<file path="src/hw/rtl/fnljb_pkg.sv">
// Package: types and constants of the filtered nested-loop join core
`timescale 1ns / 1ps
`default_nettype none
package fnljb_pkg;

  localparam int unsigned KIND_W     = 2;
  localparam int unsigned ROW_W      = 8;
  localparam int unsigned VAL_W      = 32;
  localparam int unsigned MASK_W     = 64;
  localparam int unsigned MASK_IDX_W = 6;
  localparam int unsigned COUNT_W    = 7;
  localparam int unsigned TOTAL_W    = 24;
  localparam int unsigned KEY_SX_W   = 64;
  localparam int unsigned CFG_ADDR_W = 3;
  localparam int unsigned CFG_DATA_W = 32;

  localparam logic [KIND_W-1:0] KIND_LOAD  = 2'd0;
  localparam logic [KIND_W-1:0] KIND_PROBE = 2'd1;
  localparam logic [KIND_W-1:0] KIND_CLEAR = 2'd2;

  localparam logic REG_BUILD_THR = 1'b0;
  localparam logic REG_PROBE_THR = 1'b1;
  localparam int unsigned REG_SEL_BIT = 2;

  localparam logic signed [VAL_W-1:0] BUILD_THR_RST = 32'sd48;
  localparam logic signed [VAL_W-1:0] PROBE_THR_RST = 32'sd64;
  localparam logic [TOTAL_W-1:0]      TOTAL_MAX     = 24'hFF_FFFF;

  typedef struct packed {
    logic [KIND_W-1:0]       kind;
    logic [ROW_W-1:0]        row_index;
    logic signed [VAL_W-1:0] key_value;
    logic signed [VAL_W-1:0] filter_value;
  } in_word_t;

  typedef struct packed {
    logic [ROW_W-1:0]   probe_index;
    logic [MASK_W-1:0]  match_mask;
    logic [COUNT_W-1:0] match_count;
    logic [TOTAL_W-1:0] total_matches;
  } out_word_t;

  typedef struct packed {
    logic load;
    logic build_pass;
    logic probe;
    logic probe_pass;
    logic clear;
  } fnljb_cmd_t;

  typedef enum logic [3:0] {
    ST_IDLE = 4'b0001,
    ST_SCAN = 4'b0010,
    ST_LAST = 4'b0100,
    ST_DONE = 4'b1000
  } fnljb_state_t;

endpackage
`default_nettype wire

</file>
<file path="src/hw/rtl/filtered_nested_loop_join_bitmap_core.sv">
// Top level of the filtered nested-loop equi-join core with match bitmap
//
// Input words are accepted at a rising edge with start high and busy low.
// kind LOAD writes the key of one build slot and sets its valid bit when the
// filter value is below build_threshold, else clears it; slots at or beyond BUILD_ROWS drop.
// kind CLEAR zeroes all valid bits and the running total; keys are kept.
// Both give no result; busy stays low.
// kind PROBE reads the key memory one slot per cycle and compares every valid
// key with the probe key (when the probe passes probe_threshold), building
// the match mask, its count and the saturating running total.
// A probe keeps busy high through the scan of all BUILD_ROWS slots and the
// LAST and DONE states, the scan being set by the single read port of the key
// memory; out_strobe rises at the edge where busy falls and holds for one
// cycle, and the next probe can be accepted from the strobe cycle on.
// The result must be taken in its strobe cycle; the receiver cannot stall.
// Thresholds sit at byte addresses 0 and 4 of the APB port; the user writes
// them only while the core is idle, which the core does not enforce.
// Synchronous reset clears valid bits and the total, sets thresholds to 48 and 64; key memory contents are not reset.
`timescale 1ns / 1ps
`default_nettype none
module filtered_nested_loop_join_bitmap_core
  import fnljb_pkg::*;
#(
  parameter int unsigned BUILD_ROWS = 64,
  parameter int unsigned KEY_WIDTH  = 32
) (
  input  wire logic                  clk,
  input  wire logic                  rst_n,
  input  wire logic                  start,
  output logic                       busy,
  input  wire in_word_t              in_word,
  output logic                       out_strobe,
  output out_word_t                  out_word,
  input  wire logic                  psel,
  input  wire logic                  penable,
  input  wire logic                  pwrite,
  input  wire logic [CFG_ADDR_W-1:0] paddr,
  input  wire logic [CFG_DATA_W-1:0] pwdata,
  output logic      [CFG_DATA_W-1:0] prdata,
  output logic                       pready
);

  localparam int unsigned IDX_W = (BUILD_ROWS > 1) ? $clog2(BUILD_ROWS) : 1;

  logic signed [VAL_W-1:0]    build_thr_r;
  logic signed [VAL_W-1:0]    probe_thr_r;
  logic                       cfg_wr;
  logic                       accept;
  logic                       in_range;
  logic signed [KEY_SX_W-1:0] key_sx;
  logic [KEY_WIDTH-1:0]       key_bits;
  logic [IDX_W-1:0]           slot;
  fnljb_cmd_t                 cmd;
  logic                       rd_en;
  logic [IDX_W-1:0]           rd_addr;
  logic [KEY_WIDTH-1:0]       rd_data;

  assign pready = 1'b1;
  assign cfg_wr = psel && penable && pwrite && pready;

  always_ff @(posedge clk) begin
    if (!rst_n) begin
      build_thr_r <= BUILD_THR_RST;
      probe_thr_r <= PROBE_THR_RST;
    end else if (cfg_wr) begin
      if (paddr[REG_SEL_BIT] == REG_PROBE_THR) begin
        probe_thr_r <= pwdata;
      end else begin
        build_thr_r <= pwdata;
      end
    end
  end

  assign prdata = (paddr[REG_SEL_BIT] == REG_BUILD_THR) ? build_thr_r : probe_thr_r;

  assign accept   = start && !busy;
  assign in_range = ({1'b0, in_word.row_index} < (ROW_W + 1)'(BUILD_ROWS));
  assign key_sx   = KEY_SX_W'(in_word.key_value);
  assign key_bits = key_sx[KEY_WIDTH-1:0];
  assign slot     = in_word.row_index[IDX_W-1:0];

  assign cmd.load       = accept && (in_word.kind == KIND_LOAD) && in_range;
  assign cmd.build_pass = (in_word.filter_value < build_thr_r);
  assign cmd.probe      = accept && (in_word.kind == KIND_PROBE);
  assign cmd.probe_pass = (in_word.filter_value < probe_thr_r);
  assign cmd.clear      = accept && (in_word.kind == KIND_CLEAR);

  fnljb_key_mem #(
    .DEPTH  (BUILD_ROWS),
    .WIDTH  (KEY_WIDTH),
    .ADDR_W (IDX_W)
  ) u_key_mem (
    .clk     (clk),
    .wr_en   (cmd.load),
    .wr_addr (slot),
    .wr_data (key_bits),
    .rd_en   (rd_en),
    .rd_addr (rd_addr),
    .rd_data (rd_data)
  );

  fnljb_scan #(
    .BUILD_ROWS (BUILD_ROWS),
    .KEY_WIDTH  (KEY_WIDTH),
    .IDX_W      (IDX_W)
  ) u_scan (
    .clk         (clk),
    .rst_n       (rst_n),
    .cmd         (cmd),
    .slot        (slot),
    .probe_key   (key_bits),
    .probe_index (in_word.row_index),
    .busy        (busy),
    .rd_en       (rd_en),
    .rd_addr     (rd_addr),
    .rd_data     (rd_data),
    .out_strobe  (out_strobe),
    .out_word    (out_word)
  );

endmodule
`default_nettype wire

</file>
<file path="src/hw/rtl/fnljb_key_mem.sv">
// Build key memory: one write port, one registered read port
`timescale 1ns / 1ps
`default_nettype none
module fnljb_key_mem #(
  parameter int unsigned DEPTH  = 64,
  parameter int unsigned WIDTH  = 32,
  parameter int unsigned ADDR_W = 6
) (
  input  wire logic              clk,
  input  wire logic              wr_en,
  input  wire logic [ADDR_W-1:0] wr_addr,
  input  wire logic [WIDTH-1:0]  wr_data,
  input  wire logic              rd_en,
  input  wire logic [ADDR_W-1:0] rd_addr,
  output logic      [WIDTH-1:0]  rd_data
);

  logic [WIDTH-1:0] mem [DEPTH];

  always_ff @(posedge clk) begin
    if (wr_en) begin
      mem[wr_addr] <= wr_data;
    end
  end

  always_ff @(posedge clk) begin
    if (rd_en) begin
      rd_data <= mem[rd_addr];
    end
  end

endmodule
`default_nettype wire

</file>
<file path="src/hw/rtl/fnljb_scan.sv">
// Probe sequencer: valid bits, key scan, match bitmap, running total
`timescale 1ns / 1ps
`default_nettype none
module fnljb_scan
  import fnljb_pkg::*;
#(
  parameter int unsigned BUILD_ROWS = 64,
  parameter int unsigned KEY_WIDTH  = 32,
  parameter int unsigned IDX_W      = 6
) (
  input  wire logic                 clk,
  input  wire logic                 rst_n,
  input  wire fnljb_cmd_t           cmd,
  input  wire logic [IDX_W-1:0]     slot,
  input  wire logic [KEY_WIDTH-1:0] probe_key,
  input  wire logic [ROW_W-1:0]     probe_index,
  output logic                      busy,
  output logic                      rd_en,
  output logic [IDX_W-1:0]          rd_addr,
  input  wire logic [KEY_WIDTH-1:0] rd_data,
  output logic                      out_strobe,
  output out_word_t                 out_word
);

  fnljb_state_t          state_r, state_nxt;
  logic [IDX_W-1:0]      addr_r, addr_nxt;
  logic                  rd_vld_r;
  logic [IDX_W-1:0]      rd_idx_r;
  logic [KEY_WIDTH-1:0]  key_r;
  logic                  pass_r;
  logic [ROW_W-1:0]      pidx_r;
  logic [MASK_W-1:0]     mask_r, mask_nxt;
  logic [COUNT_W-1:0]    count_r, count_nxt;
  logic [TOTAL_W-1:0]    total_r;
  logic [TOTAL_W:0]      total_sum;
  logic [TOTAL_W-1:0]    total_sat;
  logic [BUILD_ROWS-1:0] valid_r;
  logic                  out_valid_r;
  out_word_t             out_word_r;
  logic                  last_addr;
  logic                  hit;

  assign last_addr = (addr_r == IDX_W'(BUILD_ROWS - 1));
  assign hit       = rd_vld_r && pass_r && valid_r[rd_idx_r] && (rd_data == key_r);
  assign total_sum = {1'b0, total_r} + (TOTAL_W + 1)'(count_r);
  assign total_sat = total_sum[TOTAL_W] ? TOTAL_MAX : total_sum[TOTAL_W-1:0];

  always_comb begin
    state_nxt = state_r;
    addr_nxt  = addr_r;
    mask_nxt  = mask_r;
    count_nxt = count_r;
    if (hit) begin
      mask_nxt[MASK_IDX_W'(rd_idx_r)] = 1'b1;
      count_nxt = count_r + COUNT_W'(1);
    end
    unique case (state_r)
      ST_IDLE: begin
        if (cmd.probe) begin
          state_nxt = ST_SCAN;
          addr_nxt  = '0;
          mask_nxt  = '0;
          count_nxt = '0;
        end
      end
      ST_SCAN: begin
        addr_nxt = addr_r + IDX_W'(1);
        if (last_addr) begin
          state_nxt = ST_LAST;
        end
      end
      ST_LAST: state_nxt = ST_DONE;
      ST_DONE: state_nxt = ST_IDLE;
      default: state_nxt = ST_IDLE;
    endcase
  end

  always_ff @(posedge clk) begin
    if (!rst_n) begin
      state_r     <= ST_IDLE;
      rd_vld_r    <= 1'b0;
      valid_r     <= '0;
      total_r     <= '0;
      out_valid_r <= 1'b0;
    end else begin
      state_r     <= state_nxt;
      rd_vld_r    <= (state_r == ST_SCAN);
      out_valid_r <= (state_r == ST_DONE);
      if (cmd.clear) begin
        valid_r <= '0;
        total_r <= '0;
      end else begin
        if (cmd.load) begin
          valid_r[slot] <= cmd.build_pass;
        end
        if (state_r == ST_DONE) begin
          total_r <= total_sat;
        end
      end
    end
  end

  always_ff @(posedge clk) begin
    addr_r   <= addr_nxt;
    rd_idx_r <= addr_r;
    mask_r   <= mask_nxt;
    count_r  <= count_nxt;
    if (cmd.probe) begin
      key_r  <= probe_key;
      pass_r <= cmd.probe_pass;
      pidx_r <= probe_index;
    end
    if (state_r == ST_DONE) begin
      out_word_r.probe_index   <= pidx_r;
      out_word_r.match_mask    <= mask_r;
      out_word_r.match_count   <= count_r;
      out_word_r.total_matches <= total_sat;
    end
  end

  assign busy       = (state_r != ST_IDLE);
  assign rd_en      = (state_r == ST_SCAN);
  assign rd_addr    = addr_r;
  assign out_strobe = out_valid_r;
  assign out_word   = out_word_r;

endmodule
`default_nettype wire

</file>
<file path="config.mk">
export PLATFORM = sky130hd
export DESIGN_NAME = filtered_nested_loop_join_bitmap_core
export DESIGN_NICKNAME = d
export VERILOG_FILES = /design/src/hw/rtl/fnljb_pkg.sv /design/src/hw/rtl/filtered_nested_loop_join_bitmap_core.sv /design/src/hw/rtl/fnljb_key_mem.sv /design/src/hw/rtl/fnljb_scan.sv
export SDC_FILE = /design/constraint.sdc
export NUM_CORES = 2
export LEC_CHECK = 0
export ABC_AREA = 1
export ABC_CLOCK_PERIOD_IN_PS = 6130
export BUFFER_PORTS_ARGS = -buffer_cell sky130_fd_sc_hd__buf_2
export CAP_MARGIN = 20
export CORE_ASPECT_RATIO = 1.4
export CORE_UTILIZATION = 45
export CTS_CLUSTER_SIZE = 16
export DETAILED_ROUTE_END_ITERATION = 16
export PLACE_DENSITY_LB_ADDON = 0.12
export SYNTH_ARGS = -nofsm -noshare
export SYNTH_HDL_FRONTEND = slang
export SYNTH_HIERARCHICAL = 1
export SYNTH_SLANG_ARGS = --single-unit
</file>
<file path="constraint.sdc">
create_clock -name clk -period 6.13 [get_ports clk]
set_clock_uncertainty 0.2 [all_clocks]
set_input_delay 0.3065 -clock clk [delete_from_list [all_inputs] [get_ports clk]]
set_output_delay 0.3065 -clock clk [all_outputs]
set_load 0.01 [all_outputs]
</file>
==> run summary <==
power per cell area: 297 nW/um^2
worst-path fanout max: 29
mean post-synth cell area: 11.3 sq um
critical path data arrival time: 4.67 ns
CTS tree: built
number of warning messages in the yosys log: 6
Final ANT Viol Nets: 0
fin nets: 9393
category of cells accounting for the largest share of critical-path delay: simple AND/OR/NAND/NOR gates
num ports: 253
total number of placement rows: 205
Max-slew headroom: 0.241
Layout Area Growth over Synthesis: 12.7%
Iter 0 DRT Violations: 6300
period utilization: 0.717
sinks on the clock net: 2465
count of placed standard cells in the final layout, fillers left out: 12400
delay contributed by the slowest stage of the critical path: 0.85 ns
clock-pin transition on the worst setup and hold timing paths: 0.06 ns
wire length of the first global-routing pass: 409 mm
static leakage: 41.1 nW
Detailed Routing Iterations Pass 1: 6
Filler Cells Inserted: 19500
largest net degree at the start of global routing: 198
placer's final routability congestion estimate: 0.884
number of H-tree branching levels: 4
kind of start point of the critical path: flop
maximum vdd drop: 0.234 mV
Worst-Margin Slew: 1.13 ns
count of mapped cells out of synthesis: 8981
WS Path Type: flop to flop
master cell of the clock root buffer: clkbuf_16
area leader, netlist: edfxtp_1
number of cells upsized or downsized after cts: 0
post-detailed-route wirelength per cell: 22.2 microns
area share of the largest cell type after synthesis: 0.661
leading cell type in the layout, fill and taps excluded: nand2_1
final hold vios: 0
final-report setup violation count: 0
portion of the post-synthesis area used by sequential elements: 0.707
width of the die: 403 microns
Synth area leaders: edfxtp_1, nand3_1, nand2_1, dfxtp_1, buf_2
number of register bits inferred by synthesis: 2465
Num CTS Buffers: 240
endpoint class of the critical path: flop
r2r setup slk: 1.73 ns
worst-skew pair later-pin latency: 0.87 ns
share of final-layout standard cells stronger than drive strength 1: 0.0948
WP buf/inv: 3
initial antenna violation count: 18
Slowest cell on crit path: nor3_2
number of violations of the max-capacitance limit: 0
final period demand of the worst path: 4.40 ns
critical-path cell list: nor2_1 -> inv_1 -> nor3_1 -> inv_1 -> nor2_1 -> nand3_1 -> nor3_2 -> nand4_1 -> nor4_2 -> buf_4
overflow left after global routing: 0
number of buffer cells added on primary ports: 249
final sum of negative setup slack: 0 ns
Vert. Die Dim: 564 microns
highest clock frequency the design can meet: 0.227 GHz
number of different library cells in the post-synthesis netlist: 50
top library cells by usage in the layout, fill and taps aside: nand2_1, edfxtp_1, nand3_1
overall via count from detail_route: 68300
Cell Count Post-Placement: 11900
Cell Area, Synth: 101000 sq um
unrepaired setup endpoints after global routing: no
data required time at the worst endpoint: 6.40 ns
net count after synthesis: 9168
Die Outline Area: 227000 sq um
Via density: 5.51
Max Slew Vio Count: 0
placed wire-length estimate after detailed placement: 151 mm
number of global-route vias before repair: 65800
HP Class: primary input to flop
gr usage total: 0.237
run status: finished clean
final WL: 275 mm
starting utilization of the core area: 0.454
area of the core region: 223000 sq um
buffers from clock root to sink, at most: 4
DRC Markers: 0
==> Yosys cell counts, drive strengths merged <==
master,instances
nand2,2677
edfxtp,2230
nand3,2087
buf,409
inv,324
nor2,250
a21oi,235
dfxtp,235
o21ai,200
clkbuf,126
ha,71
nor3,51
nand4,29
nor4,11
or2,10
xor2,8
xnor2,5
a21boi,3
a31oi,3
nand3b,3
o211ai,3
nor3b,2
a21o,1
a31o,1
and3,1
and3b,1
clkinv,1
conb,1
fa,1
o21a,1
o21bai,1
==> layout make-up <==
cell class,instances,area (sq um),share of cell area
diodes,4,10.0,0.0000876
clock buffers,309,6440,0.0564
clock inverters,115,888,0.00778
inverters,325,1260,0.0111
multi-input cells,5656,26200,0.229
flip-flops and latches,2465,71700,0.628
well taps,3001,3750,0.0329
repair buffers,518,3970,0.0347
==> what timing repair did <==
| item | CTS | global route |
|---|---|---|
| hold buffers | 95 | 3 |
| setup buffers | 0 | 0 |
| hold endpoints to repair | 1562 | 195 |
==> report_power, final <==
part / switching (mW) / internal [mW]
registers: 0.0229 / 18.3
logic: 1.07 / 0.377
clock network: 6.19 / 7.93
==> per-layer routing <==
layer	GRT usage	routed length, microns	vias up
li1	-	-	31900
met1	0.297	109000	33800
met2	0.429	143000	2216
met3	0.0269	15300	464
met4	0.0720	8240	0
met5	0	0	-
==> metrics by stage <==
step / power [mW] / cell area [sq um] / util / hold WS [ns] / setup slack [ns]
after floorplan: 19.5 / 101000 / - / 0.191 / 0.558
after global placement: 20.1 / 106000 / 0.473 / 0.203 / 1.91
after detailed placement: 20.1 / 106000 / 0.473 / 0.205 / 1.90
after CTS: 34.2 / 114000 / 0.510 / 0.000953 / 1.86
after global routing: 35.0 / 114000 / 0.511 / 0.0802 / 1.56
final: 33.9 / 114000 / 0.511 / 0.0757 / 1.73
==> tightest hold or removal path: stages <==
cell and delay [ns]:
dlygate4sd3_1 0.52, buf_2 0.10, o21ai_0 0.07, a21oi_1 0.11
==> path summary, 6_finish.rpt <==
path | start | end | depth (start not counted)
setup / recovery | u_scan/state_r[3]$_SDFFE_PN0P_ | u_key_mem/mem[49][30]$_DFFE_PP_ | 10
hold / removal | pwdata[23] | build_thr_r[23]$_SDFFE_PN0P_ | 4
setup reg to reg | u_scan/state_r[3]$_SDFFE_PN0P_ | u_key_mem/mem[49][30]$_DFFE_PP_ | 10
hold reg to reg | u_scan/pidx_r[4]$_DFFE_PP_ | u_scan/out_word[99]$_DFFE_PP_ | 0
==> kinds of logic (layout without fill, tap and decap cells) <==
family,count (synthesis),in the layout,share of synthesized area
and+or+nand+nor,5122,5122,0.221
DFF,2465,2465,0.707
buffers and inverters,860,1267,0.0391
AOI/OAI and AO/OA,448,448,0.0225
adders and majority gates,72,72,0.00896
xor gates and xnor gates,13,13,0.00112
other,1,5,0.0000370
==> sequential cells by signal, indices dropped and copies added (netlist names) <==
| signal | cells |
|---|---|
| u_key_mem/mem | 2048 |
| u_scan/out_word | 103 |
| u_scan/mask_r | 64 |
| u_scan/valid_r | 64 |
| build_thr_r | 32 |
| probe_thr_r | 32 |
| u_key_mem/rd_data | 32 |
| u_scan/key_r | 32 |
| u_scan/total_r | 24 |
| u_scan/pidx_r | 8 |
| u_scan/count_r | 7 |
| u_scan/rd_addr | 6 |
| u_scan/rd_idx_r | 6 |
| u_scan/state_r | 4 |
| u_scan/out_strobe | 1 |
| u_scan/pass_r | 1 |
| u_scan/rd_vld_r | 1 |
Note: power is estimated with default switching activity, not from simulation.
